--- config.mk ---
export PLATFORM = sky130hd
export DESIGN_NAME = utf16_to_utf8_encoder
export DESIGN_NICKNAME = d
export VERILOG_FILES = /design/src/rtl/u2u8_pkg.sv /design/src/rtl/utf16_to_utf8_encoder.sv /design/src/rtl/u2u8_front.sv /design/src/rtl/u2u8_queue.sv /design/src/rtl/u2u8_back.sv
export SDC_FILE = /design/constraint.sdc
export NUM_CORES = 1
export LEC_CHECK = 0
export BUFFER_PORTS_ARGS = -buffer_cell sky130_fd_sc_hd__buf_2
export CAP_MARGIN = 20
export CORE_ASPECT_RATIO = 1.5
export CORE_MARGIN = 5
export CORE_UTILIZATION = 61
export CTS_CLUSTER_SIZE = 30
export DETAILED_ROUTE_END_ITERATION = 12
export PLACE_DENSITY = 0.82
export SLEW_MARGIN = 10
export SYNTH_ARGS = -nofsm -noshare
export SYNTH_HDL_FRONTEND = slang
export SYNTH_HIERARCHICAL = 1
export SYNTH_SLANG_ARGS = --single-unit
--- constraint.sdc ---
create_clock -name clk -period 12.2 [get_ports clk]
set_input_delay 1.22 -clock clk [delete_from_list [all_inputs] [get_ports clk]]
set_output_delay 1.22 -clock clk [all_outputs]
set_load 0.1 [all_outputs]
--- src/rtl/u2u8_pkg.sv ---
package u2u8_pkg;

    localparam int UNIT_W  = 16;
    localparam int BYTE_W  = 8;
    localparam int TOTAL_W = 24;
    localparam int CAP_W   = 16;
    localparam int PADDR_W = 3;
    localparam int PDATA_W = 32;

    // register word index (paddr[2])
    localparam logic REG_CAPACITY   = 1'b0;
    localparam logic REG_COUNT_ONLY = 1'b1;

    localparam logic [CAP_W-1:0] CAPACITY_RESET = 16'd256;

    // surrogate tags in the top six bits of a unit
    localparam logic [5:0] TAG_HIGH_SURR = 6'b110110;
    localparam logic [5:0] TAG_LOW_SURR  = 6'b110111;

    typedef enum logic [1:0] {
        KIND_NONE = 2'd0,
        KIND_CHAR = 2'd1,
        KIND_TERM = 2'd2
    } kind_t;

    // one entry per accepted unit that leads to any work
    typedef struct packed {
        logic        flush;        // held high surrogate goes out as three bytes first
        logic [23:0] flush_bytes;  // byte 0 in the low bits
        kind_t       kind;
        logic [2:0]  len;          // 1..4 bytes for a character
        logic [31:0] bytes;        // byte 0 in the low bits
    } cmd_t;

    function automatic logic [23:0] enc_three(input logic [UNIT_W-1:0] u);
        enc_three = {2'b10, u[5:0], 2'b10, u[11:6], 4'b1110, u[15:12]};
    endfunction

endpackage

--- src/rtl/utf16_to_utf8_encoder.sv ---
// path: queue, then the sequencer's entry register, then the output register on m_tvalid
// throughput: one output byte per cycle from the back sequencer while m_tready does not stall it;
// a character that is only counted or dropped sends no byte
// the queue between the classifier and the sequencer holds QUEUE_DEPTH entries
// reset: clears the held surrogate, the byte count, the stop flag and the queue;
// capacity returns to 256 and count_only to 0
module utf16_to_utf8_encoder
#(
    parameter int COUNT_BITS  = 24,
    parameter int QUEUE_DEPTH = 4
)
(
    input  logic                             clk,
    input  logic                             rst_n,
    input  logic                             s_tvalid,
    output logic                             s_tready,
    input  logic [15:0]                      s_tdata,   // [15:0] code_unit
    output logic                             m_tvalid,
    input  logic                             m_tready,
    output logic [31:0]                      m_tdata,   // [7:0] out_byte, [31:8] total_bytes
    output logic                             m_tlast,
    input  logic                             psel,
    input  logic                             penable,
    input  logic                             pwrite,
    input  logic [u2u8_pkg::PADDR_W-1:0]     paddr,
    input  logic [u2u8_pkg::PDATA_W-1:0]     pwdata,
    output logic [u2u8_pkg::PDATA_W-1:0]     prdata,
    output logic                             pready
);

    logic [u2u8_pkg::CAP_W-1:0]   capacity_reg;
    logic                         count_only_reg;
    logic                         cfg_write;
    logic                         push;
    logic                         pop;
    logic                         q_empty;
    logic                         q_full;
    u2u8_pkg::cmd_t               push_cmd;
    u2u8_pkg::cmd_t               head;
    logic [7:0]                   out_byte;
    logic [23:0]                  total_bytes;

    assign pready    = 1'b1;
    assign cfg_write = psel && penable && pwrite && pready;

    always_ff @(posedge clk or negedge rst_n)
    begin
        if (!rst_n)
        begin
            capacity_reg   <= u2u8_pkg::CAPACITY_RESET;
            count_only_reg <= 1'b0;
        end
        else if (cfg_write)
        begin
            case (paddr[2])
                u2u8_pkg::REG_CAPACITY:   capacity_reg   <= pwdata[u2u8_pkg::CAP_W-1:0];
                u2u8_pkg::REG_COUNT_ONLY: count_only_reg <= pwdata[0];
                default:                  capacity_reg   <= capacity_reg;
            endcase
        end
    end

    always_comb
    begin
        case (paddr[2])
            u2u8_pkg::REG_CAPACITY:   prdata = {16'h0, capacity_reg};
            u2u8_pkg::REG_COUNT_ONLY: prdata = {31'h0, count_only_reg};
            default:                  prdata = '0;
        endcase
    end

    u2u8_front u_front
    (
        .clk        (clk),
        .rst_n      (rst_n),
        .unit_valid (s_tvalid),
        .code_unit  (s_tdata),
        .queue_full (q_full),
        .unit_ready (s_tready),
        .push       (push),
        .cmd        (push_cmd)
    );

    u2u8_queue #(.DEPTH(QUEUE_DEPTH)) u_queue
    (
        .clk      (clk),
        .rst_n    (rst_n),
        .push     (push),
        .push_cmd (push_cmd),
        .pop      (pop),
        .head     (head),
        .empty    (q_empty),
        .full     (q_full)
    );

    u2u8_back #(.COUNT_BITS(COUNT_BITS)) u_back
    (
        .clk         (clk),
        .rst_n       (rst_n),
        .head        (head),
        .empty       (q_empty),
        .pop         (pop),
        .capacity    (capacity_reg),
        .count_only  (count_only_reg),
        .out_valid   (m_tvalid),
        .out_ready   (m_tready),
        .out_byte    (out_byte),
        .total_bytes (total_bytes),
        .last        (m_tlast)
    );

    assign m_tdata = {total_bytes, out_byte};

endmodule

--- src/rtl/u2u8_front.sv ---
module u2u8_front
(
    input  logic                           clk,
    input  logic                           rst_n,
    input  logic                           unit_valid,
    input  logic [u2u8_pkg::UNIT_W-1:0]    code_unit,
    input  logic                           queue_full,
    output logic                           unit_ready,
    output logic                           push,
    output u2u8_pkg::cmd_t                 cmd
);

    logic [u2u8_pkg::UNIT_W-1:0] held_high_reg;
    logic [u2u8_pkg::UNIT_W-1:0] held_high_next;
    logic                        held_valid_reg;
    logic                        held_valid_next;
    logic                        accept;
    logic                        is_low;
    logic                        is_high;
    logic [10:0]                 pair_upper;
    logic [20:0]                 code_point;

    assign unit_ready = !queue_full;
    assign accept     = unit_valid && unit_ready;
    assign is_low     = code_unit[15:10] == u2u8_pkg::TAG_LOW_SURR;
    assign is_high    = code_unit[15:10] == u2u8_pkg::TAG_HIGH_SURR;
    assign pair_upper = {1'b0, held_high_reg[9:0]} + 11'h040;
    assign code_point = {pair_upper[10:0], code_unit[9:0]};

    always_comb
    begin
        cmd             = '0;
        cmd.kind        = u2u8_pkg::KIND_NONE;
        held_high_next  = held_high_reg;
        held_valid_next = held_valid_reg;
        if (held_valid_reg && is_low)
        begin
            cmd.kind        = u2u8_pkg::KIND_CHAR;
            cmd.len         = 3'd4;
            cmd.bytes       = {2'b10, code_point[5:0], 2'b10, code_point[11:6],
                               2'b10, code_point[17:12], 5'b11110, code_point[20:18]};
            held_valid_next = 1'b0;
            held_high_next  = '0;
        end
        else
        begin
            cmd.flush       = held_valid_reg;
            cmd.flush_bytes = u2u8_pkg::enc_three(held_high_reg);
            held_valid_next = 1'b0;
            held_high_next  = '0;
            if (code_unit == '0)
            begin
                cmd.kind = u2u8_pkg::KIND_TERM;
            end
            else if (code_unit[15:7] == '0)
            begin
                cmd.kind  = u2u8_pkg::KIND_CHAR;
                cmd.len   = 3'd1;
                cmd.bytes = {24'h0, code_unit[7:0]};
            end
            else if (code_unit[15:11] == '0)
            begin
                cmd.kind  = u2u8_pkg::KIND_CHAR;
                cmd.len   = 3'd2;
                cmd.bytes = {16'h0, 2'b10, code_unit[5:0], 3'b110, code_unit[10:6]};
            end
            else if (is_high)
            begin
                held_valid_next = 1'b1;
                held_high_next  = code_unit;
            end
            else
            begin
                cmd.kind  = u2u8_pkg::KIND_CHAR;
                cmd.len   = 3'd3;
                cmd.bytes = {8'h0, u2u8_pkg::enc_three(code_unit)};
            end
        end
    end

    assign push = accept && (cmd.flush || cmd.kind != u2u8_pkg::KIND_NONE);

    always_ff @(posedge clk or negedge rst_n)
    begin
        if (!rst_n)
        begin
            held_high_reg  <= '0;
            held_valid_reg <= 1'b0;
        end
        else if (accept)
        begin
            held_high_reg  <= held_high_next;
            held_valid_reg <= held_valid_next;
        end
    end

    held_is_high_surrogate: assert property (@(posedge clk) disable iff (!rst_n)
        held_valid_reg |-> held_high_reg[15:10] == u2u8_pkg::TAG_HIGH_SURR)
        else $error("held unit is not a high surrogate");

endmodule

--- src/rtl/u2u8_queue.sv ---
module u2u8_queue
#(
    parameter int DEPTH = 4
)
(
    input  logic           clk,
    input  logic           rst_n,
    input  logic           push,
    input  u2u8_pkg::cmd_t push_cmd,
    input  logic           pop,
    output u2u8_pkg::cmd_t head,
    output logic           empty,
    output logic           full
);

    localparam int AW = (DEPTH > 1) ? $clog2(DEPTH) : 1;
    localparam int CW = $clog2(DEPTH + 1);

    u2u8_pkg::cmd_t   entry_reg [DEPTH];
    logic [AW-1:0]    wr_ptr_reg;
    logic [AW-1:0]    rd_ptr_reg;
    logic [CW-1:0]    fill_reg;
    logic [CW-1:0]    fill_next;

    assign head  = entry_reg[rd_ptr_reg];
    assign empty = fill_reg == '0;
    assign full  = fill_reg == CW'(DEPTH);

    always_comb
    begin
        fill_next = fill_reg;
        if (push && !pop)
        begin
            fill_next = fill_reg + 1'b1;
        end
        else if (pop && !push)
        begin
            fill_next = fill_reg - 1'b1;
        end
    end

    always_ff @(posedge clk)
    begin
        if (push)
        begin
            entry_reg[wr_ptr_reg] <= push_cmd;
        end
    end

    always_ff @(posedge clk or negedge rst_n)
    begin
        if (!rst_n)
        begin
            wr_ptr_reg <= '0;
            rd_ptr_reg <= '0;
            fill_reg   <= '0;
        end
        else
        begin
            fill_reg <= fill_next;
            if (push)
            begin
                wr_ptr_reg <= (wr_ptr_reg == AW'(DEPTH - 1)) ? '0 : wr_ptr_reg + 1'b1;
            end
            if (pop)
            begin
                rd_ptr_reg <= (rd_ptr_reg == AW'(DEPTH - 1)) ? '0 : rd_ptr_reg + 1'b1;
            end
        end
    end

    no_push_when_full: assert property (@(posedge clk) disable iff (!rst_n)
        !(push && full))
        else $error("queue overrun");

    no_pop_when_empty: assert property (@(posedge clk) disable iff (!rst_n)
        !(pop && empty))
        else $error("queue underrun");

endmodule

--- src/rtl/u2u8_back.sv ---
module u2u8_back
#(
    parameter int COUNT_BITS = 24
)
(
    input  logic                               clk,
    input  logic                               rst_n,
    input  u2u8_pkg::cmd_t                     head,
    input  logic                               empty,
    output logic                               pop,
    input  logic [u2u8_pkg::CAP_W-1:0]         capacity,
    input  logic                               count_only,
    output logic                               out_valid,
    input  logic                               out_ready,
    output logic [u2u8_pkg::BYTE_W-1:0]        out_byte,
    output logic [u2u8_pkg::TOTAL_W-1:0]       total_bytes,
    output logic                               last
);

    typedef enum logic [2:0] {
        ST_IDLE  = 3'b001,
        ST_CHECK = 3'b010,
        ST_SEND  = 3'b100
    } state_t;

    state_t                            state_reg;
    state_t                            state_next;
    u2u8_pkg::cmd_t                    ent_reg;
    u2u8_pkg::cmd_t                    ent_next;
    logic                              slot_reg;      // 0: flushed high surrogate, 1: main
    logic                              slot_next;
    logic [1:0]                        idx_reg;
    logic [1:0]                        idx_next;
    logic [COUNT_BITS-1:0]             count_reg;
    logic [COUNT_BITS-1:0]             count_next;
    logic                              stopped_reg;
    logic                              stopped_next;
    logic                              ovalid_reg;
    logic                              ovalid_next;
    logic [u2u8_pkg::BYTE_W-1:0]       obyte_reg;
    logic [u2u8_pkg::BYTE_W-1:0]       obyte_next;
    logic [u2u8_pkg::TOTAL_W-1:0]      ototal_reg;
    logic [u2u8_pkg::TOTAL_W-1:0]      ototal_next;
    logic                              olast_reg;
    logic                              olast_next;

    logic                              out_free;
    logic [2:0]                        cur_len;
    logic [31:0]                       cur_bytes;
    logic                              cur_term;
    logic [COUNT_BITS:0]               sum;
    logic [COUNT_BITS-1:0]             sum_sat;
    logic                              fits;
    logic                              char_done;
    logic                              ent_done;
    logic                              emit_term;
    logic [COUNT_BITS+u2u8_pkg::TOTAL_W-1:0] count_ext;

    assign out_free  = !ovalid_reg || out_ready;
    assign cur_len   = slot_reg ? ent_reg.len : 3'd3;
    assign cur_bytes = slot_reg ? ent_reg.bytes : {8'h0, ent_reg.flush_bytes};
    assign cur_term  = slot_reg && ent_reg.kind == u2u8_pkg::KIND_TERM;
    assign sum       = {1'b0, count_reg} + (COUNT_BITS+1)'(cur_len);
    assign sum_sat   = sum[COUNT_BITS] ? '1 : sum[COUNT_BITS-1:0];
    // room for the character and the terminator
    assign fits      = sum < (COUNT_BITS+1)'(capacity);
    assign count_ext = {{u2u8_pkg::TOTAL_W{1'b0}}, count_reg};

    always_comb
    begin
        state_next   = state_reg;
        ent_next     = ent_reg;
        slot_next    = slot_reg;
        idx_next     = idx_reg;
        count_next   = count_reg;
        stopped_next = stopped_reg;
        ovalid_next  = ovalid_reg && !out_ready;
        obyte_next   = obyte_reg;
        ototal_next  = ototal_reg;
        olast_next   = olast_reg;
        char_done    = 1'b0;
        emit_term    = 1'b0;
        pop          = 1'b0;

        unique case (state_reg)
            ST_IDLE:
            begin
                char_done = 1'b0;
            end
            ST_CHECK:
            begin
                if (cur_term)
                begin
                    if (out_free)
                    begin
                        ovalid_next  = 1'b1;
                        obyte_next   = '0;
                        ototal_next  = count_ext[u2u8_pkg::TOTAL_W-1:0];
                        olast_next   = 1'b1;
                        count_next   = '0;
                        stopped_next = 1'b0;
                        emit_term    = 1'b1;
                        char_done    = 1'b1;
                    end
                end
                else if (count_only)
                begin
                    count_next = sum_sat;
                    char_done  = 1'b1;
                end
                else if (stopped_reg)
                begin
                    char_done = 1'b1;
                end
                else if (!fits)
                begin
                    stopped_next = 1'b1;
                    char_done    = 1'b1;
                end
                else if (out_free)
                begin
                    ovalid_next = 1'b1;
                    obyte_next  = cur_bytes[7:0];
                    ototal_next = '0;
                    olast_next  = 1'b0;
                    count_next  = sum_sat;
                    if (cur_len == 3'd1)
                    begin
                        char_done = 1'b1;
                    end
                    else
                    begin
                        idx_next   = 2'd1;
                        state_next = ST_SEND;
                    end
                end
            end
            ST_SEND:
            begin
                if (out_free)
                begin
                    ovalid_next = 1'b1;
                    obyte_next  = cur_bytes[{idx_reg, 3'b000} +: 8];
                    ototal_next = '0;
                    olast_next  = 1'b0;
                    idx_next    = idx_reg + 2'd1;
                    if ({1'b0, idx_reg} == cur_len - 3'd1)
                    begin
                        char_done = 1'b1;
                    end
                end
            end
            default:
            begin
                state_next = ST_IDLE;
            end
        endcase

        ent_done = char_done && (slot_reg || ent_reg.kind == u2u8_pkg::KIND_NONE);
        if (char_done && !ent_done)
        begin
            slot_next  = 1'b1;
            idx_next   = 2'd0;
            state_next = ST_CHECK;
        end
        else if (ent_done || state_reg == ST_IDLE)
        begin
            idx_next = 2'd0;
            if (!empty)
            begin
                pop        = 1'b1;
                ent_next   = head;
                slot_next  = !head.flush;
                state_next = ST_CHECK;
            end
            else
            begin
                state_next = ST_IDLE;
            end
        end
    end

    always_ff @(posedge clk)
    begin
        ent_reg    <= ent_next;
        obyte_reg  <= obyte_next;
        ototal_reg <= ototal_next;
        olast_reg  <= olast_next;
    end

    always_ff @(posedge clk or negedge rst_n)
    begin
        if (!rst_n)
        begin
            state_reg   <= ST_IDLE;
            slot_reg    <= 1'b0;
            idx_reg     <= '0;
            count_reg   <= '0;
            stopped_reg <= 1'b0;
            ovalid_reg  <= 1'b0;
        end
        else
        begin
            state_reg   <= state_next;
            slot_reg    <= slot_next;
            idx_reg     <= idx_next;
            count_reg   <= count_next;
            stopped_reg <= stopped_next;
            ovalid_reg  <= ovalid_next;
        end
    end

    assign out_valid   = ovalid_reg;
    assign out_byte    = obyte_reg;
    assign total_bytes = ototal_reg;
    assign last        = olast_reg;

    count_clears_after_term: assert property (@(posedge clk) disable iff (!rst_n)
        emit_term |=> count_reg == '0 && !stopped_reg)
        else $error("state not cleared after terminator");

    send_index_in_range: assert property (@(posedge clk) disable iff (!rst_n)
        state_reg == ST_SEND |-> ({1'b0, idx_reg} < cur_len && !cur_term))
        else $error("byte index beyond character length");

endmodule
## Word-level counts from Yosys, hierarchy flattened

Memory sizes are Yosys's and may differ from the RTL's.
Index checks and enable logic that the tools add are counted.
Widths: inputs -> output; s select.

- Add/sub/neg operators: 8
- Muxes and demuxes: 102
- Equal/unequal tests: 29
- Shift-type cells: 1
- Bitwise logic cells: 3
- Reductions and logical operators: 45
- Order comparisons: 1

Operators by type and width:

| kind | count |
|---|---|
| $mux 24 | 13 |
| $mux 37 | 3 |
| $mux 16 | 5 |
| $pmux 32 s2 | 1 |
| $mux 8 | 7 |
| $pmux 24 s2 | 1 |
| $mux 1 | 38 |
| $mux 36 | 1 |
| $mux 35 | 1 |
| $mux 3 | 11 |
| $mux 32 | 1 |
| $shiftx 32x6->8 | 1 |
| $mux 2 | 13 |
| $add 24x3->25 | 1 |
| $lt 25x16->1 | 1 |
| $mux 25 | 1 |
| $logic_not 16->1 | 1 |
| $pmux 8 s2 | 1 |
| $eq 6x6->1 const B | 2 |
| $ne 4x1->1 const B | 3 |
| $ne 4x4->1 const B | 3 |
| $add 10x7->11 const B | 1 |
| $logic_and 1x1->1 | 11 |
| $reduce_and 5->1 | 2 |
| other kinds (33) | 66 |

- Memories kept: 1
- Logic and storage cells: 210
- Input port bits: 58
- Flip-flop bits (word level): 167
- RAM bits: 248

Memories:

| memory | depth | bits a word | rd ports | clocked after memory_dff | write ports | line | RTL |
|---|---|---|---|---|---|---|---|
| u_queue.entry_reg | 4 | 62 | 1 | 0 | 1 | u2u8_queue.sv:19 | `u2u8_pkg::cmd_t entry_reg [DEPTH];` |

## Longest topological paths before layout

- Depth after elaboration: 16
- Gate-level depth with buffers: 24
- Gate-level depth less buffers: 23

## Hierarchy

Netlist, hierarchy kept.

By module, submodules not included:

| module | times used | cells an instance | area each (µm²) |
|---|---|---|---|
| u2u8_queue | 1 | 361 | 9436.6 |
| u2u8_back | 1 | 623 | 6585.1 |
| u2u8_front | 1 | 181 | 1412.6 |
| utf16_to_utf8_encoder | 1 | 73 | 947.2 |

## Least setup slack after synthesis

No wires, ideal clock.

- Path type: register to register
- Start point: register u_back.slot_reg
- End point: register u_back/ent_reg[0] in the netlist's numbering, enable pin
- Required time: 11629 ps
- Path buffers: 2
- Arrival: 8050 ps
- Setup slack: 3579 ps
- Library setup time: 571 ps
- Stages on the path, launching flop included: 18
- Cell sequence: dfrtp_1 clkbuf_1 clkbuf_1 nand2b_1 fa_1 a21o_1 nand2b_1 inv_1 and3_2 xor2_1 ha_1 nand2_1 nor4_1 o2111ai_1 nand3_2 nor4_1 o21a_1 o31ai_1

- Longest elaborated chain between the ends: 14
- Elaborated cells between the ends (all ways): 23

RTL lines:

| item | line | RTL |
|---|---|---|
| start, declared | u2u8_back.sv:30 | `logic slot_reg;` |
| start signal, assigned | u2u8_back.sv:205 | `slot_reg <= slot_next;` |
| parallel branches: the longest is 13 deep, another holds $add 24x3->25 | - |  |
| $reduce_and 3->1 (no line) (*) | - |  |
| end signal, assigned | u2u8_back.sv:185 | `ent_reg <= ent_next;` |
| end, declared | u2u8_back.sv:28 | `u2u8_pkg::cmd_t ent_reg;` |

Every way passes the cells marked *.
A chain may end at the register's enable or synchronous reset.

## Worst setup path after layout

- Start point: register u_back.slot_reg
- End point: register u_queue.fill_reg[2]

- Longest elaborated chain between the ends: 16
- Elaborated cells between the ends (all ways): 28

RTL lines:

| item | line | RTL |
|---|---|---|
| parallel branches: the longest is 12 deep, another holds $add 24x3->25 | - |  |
| $mux 1 (*) | u2u8_back.sv:160 | `if (char_done && !ent_done)` |
| via pop | utf16_to_utf8_encoder.sv:35 | `logic pop;` |
| $logic_not 1->1 | u2u8_queue.sv:32 | `if (push && !pop)` |
| $logic_and 1x1->1 | u2u8_queue.sv:32 |  |
| $mux 3 or $reduce_bool 2->1 (tied branches) | - |  |
| end signal, assigned | u2u8_queue.sv:60 | `fill_reg <= fill_next;` |
| end, declared | u2u8_queue.sv:22 | `logic [CW-1:0] fill_reg;` |

Mark *: on every way through the listed nets, which the timed path passes.

==> run_results.csv <==
group,metric,value,unit
outcome,status,"finished, final reports clean",
clock_network,clockBufferDepth,3,
setup_path,worst-path-buf-inv,4,
detailed_routing,drt_pass1_iterations,5,
global_route,antenna_found_initial,0,
yosys,synth-edff-count,342,
detailed_routing,finalWirelength,39000,um
detailed_routing,drtAntennaViolNets,0,
floorplan,rows,78,
setup_path,arrival,6.33,ns
sta,worst_slack,6.33,ns
sta,slew_headroom,29.1,%
sta,min_period,5.87,ns
sta,fmax,0.170,GHz
clock_network,cts_resized,0,
detailed_routing,first_iter_violations,731,
yosys,synth_compound_area_share,7.40,%
finish,diodes,0,
global_route,grt_overflow,0,
finish,drive_above_1_share,19.9,%
sta,skew,0.0220,ns
yosys,synthCells,1238,
global_route,grt_pass1_vias,10664,
floorplan,ios,126,
clock_network,cts-root-buf,"clkbuf_16",
yosys,ys.flop_type,"edfxtp_1",
detailed_routing,wl_per_cell,22.4,um
sta,layout_worst_path_cycle_share,48.1,%
sta,rsz0062_at_grt,"false",
min_path,hp-class,"register to register",
power,finalPower,4.88,mW
clock_network,cts_setup_buffers,0,
finish,layout.nets,1403,
setup_path,critical_path_class,"register to register",
yosys,synth_seq_cells,415,
global_route,grt_pass1_wl,60100,um
clock_network,cts.sinks,415,
floorplan,core-area,0.0300,mm^2
finish,nFillCells,2022,
sta,setup_viol,0,
placed_design,portBuffers,90,
finish,finalNonFillerCells,1745,
detailed_routing,drcViolationCount,0,
setup_path,worstReg2RegStart,"u_back/slot_reg",
setup_path,cp-end-kind,"register",
yosys,synth_area,0.0184,mm^2
clock_network,cts_buffers,38,
finish,layout_common_cells,"edfxtp_1 (342), nand2_1 (117), buf_2 (89)",
floorplan,dieArea,0.0338,mm^2
placed_design,gp_congestion,0.939,
clock_network,clk_pin_slew,0.06,ns
placed_design,post-place-ws,6.30,ns
yosys,synthXorXnorAreaFrac,1.14,%
yosys,synthArstFlopShare,17.6,%
finish,final_common_cell,"edfxtp_1",
global_route,grt_start_max_net_pins,65,
sta,report.final.slew_viol_count,0,
power,irDropWorstVdd,0.163,mV
floorplan,dieWidth,152,um
setup_path,cp_top_family,"simple AND/OR/NAND/NOR gates",
clock_network,htreeDepth,2,
yosys,synth_top_family_by_area,"multiplexers",
finish,regArea,0.0121,mm^2
job,maxCapViolations,0,
floorplan,initial_core_util,61.4,%
setup_path,max_stage_delay,0.83,ns
yosys,ys_seq_area_share,65.8,%
floorplan,die_h,223,um
min_path,min-delay-start,"u_front/held_high_reg[14]",
power,power.leakage,7.34,nW
yosys,synth_cell_types,83,
power,power.density,242,mW/mm^2
setup_path,path_max_fanout,29,
yosys,synth-simple-area-share,8.98,%
yosys,synth-adder-area-share,2.06,%
placed_design,place_hpwl,24300,um
setup_path,worstSetupStartpointType,"register",
setup_path,path_cells,"buf_4 -> nand2_1 -> inv_1 -> ha_1 -> a21oi_1 -> nor4_1 -> nand3_1 -> xnor2_1 -> ha_1 -> a21oi_1 -> nor2b_1 -> a311oi_1 -> nand4_1 -> nor4_1 -> o21a_1 -> o31ai_1 -> inv_1 -> ha_1 -> inv_1 -> fa_1 -> xor2_1 -> nor2_1 -> xor2_1",
finish,multi_input_area,0.00559,mm^2
setup_path,cp_slowest_cell,"nor4_1",
clock_network,clk_latency,0.54,ns
finish,largest_register_ffs,248,
sta,tns,0,ns
sta,hold_violations,0,
yosys,muxShareOfSynthArea,10.2,%
setup_path,critPathRequiredTime,12.66,ns
clock_network,hold_buffers,0,
detailed_routing,vias_per_cell,6.07,
placed_design,placed_cells,1675,
clock_network,cts_tree,"done",
finish,area_delta_synth_final,9.52,%
yosys,yosysWarningCount,6,
setup_path,crit_start,"u_back/slot_reg",
yosys,synth.avg_cell_area,14.8,um^2
detailed_routing,vias,10590,
sta,tightest_slew,1.06,ns
global_route,grt.total_usage,23.4,%
## logic make-up after synthesis
logic type	after synthesis
AO/OA/AOI/OAI	220
XOR/XNOR	24
adder cells (fa/ha/maj)	29
buffers and inverters	123
flip-flops	415
multiplexers	102
other	3
AND/OR/NAND/NOR	322
## synth_stat cells (8+ instances only)
master | instances | share of area (%)
o21ai_0 | 76 | 2.1
o211ai_1 | 10 | 0.41
and2_1 | 31 | 1.1
nand2_1 | 117 | 2.4
mux2_2 | 12 | 0.74
xor2_1 | 12 | 0.57
clkbuf_1 | 26 | 0.53
nor3_1 | 12 | 0.33
o21ai_1 | 9 | 0.25
dfrtp_1 | 71 | 9.7
buf_6 | 9 | 0.55
buf_2 | 12 | 0.33
nand4_1 | 9 | 0.31
mux2_4 | 10 | 0.82
nor2_1 | 52 | 1.1
a21oi_1 | 49 | 1.3
xnor2_1 | 12 | 0.57
inv_1 | 31 | 0.63
nand3_1 | 22 | 0.60
a21o_1 | 12 | 0.49
nor2b_1 | 23 | 0.78
buf_4 | 31 | 1.3
ha_1 | 27 | 1.8
mux4_2 | 58 | 7.1
mux2i_1 | 18 | 0.98
nand2b_1 | 8 | 0.27
edfxtp_1 | 342 | 56
a211oi_1 | 10 | 0.41
o22ai_1 | 10 | 0.34
## worst register-to-register path: cells and delay by family, from the launching register on
family | cells | cell delay, ns
AND/OR/NAND/NOR | 7 | 2.03
adder cells (fa/ha/maj) | 4 | 1.21
AO/OA/AOI/OAI | 5 | 1.13
XOR/XNOR | 3 | 0.57
buffers and inverters | 4 | 0.50
flip-flops | 1 | 0.37
## report_power, final
group,internal (mW),switching (mW)
combinational,0.540,1.00
sequential,2.00,0.179
clock,0.667,0.492
## per-stage QoR
stage | cell area [um^2] | utilization [%] | hold WS (ns)
after floorplan | 18500 | - | 0.441
after global placement | 18900 | 63.1 | 0.450
after detailed placement | 18900 | 63.1 | 0.457
after CTS | 20100 | 67.2 | 0.471
after global routing | 20100 | 67.2 | 0.485
final | 20100 | 67.2 | 0.467
## worst paths after layout
path / end / slack, ns / depth (start not counted)
min: u_front/held_high_reg[14] / 0.47 / 1
min reg2reg: u_front/held_high_reg[14] / 0.47 / 1
max reg2reg: u_queue/fill_reg[2] / 6.33 / 23
max: u_queue/fill_reg[2] / 6.33 / 23
min in group asynchronous: u_queue/wr_ptr_reg[0] / 0.62 / 1
max in group asynchronous: u_back/count_reg[15] / 10.50 / 2
## layout make-up
class	instances	share of cell area [%]
clock buffers	53	5.21
clock inverters	16	0.839
inverters	33	0.640
multi-input cells	720	27.8
flip-flops and latches	415	60.1
well taps	400	2.49
repair buffers	108	2.91
## metal layers
layer  GRT usage, %  wire (um)  up-vias
met2           41.8      21100      452
met1           28.8      14000     5254
met4           8.59       1340        0
li1               -          -     4807
met5              0          0        -
met3           3.26       2600       77
Note: power is estimated with default switching activity, not from simulation.
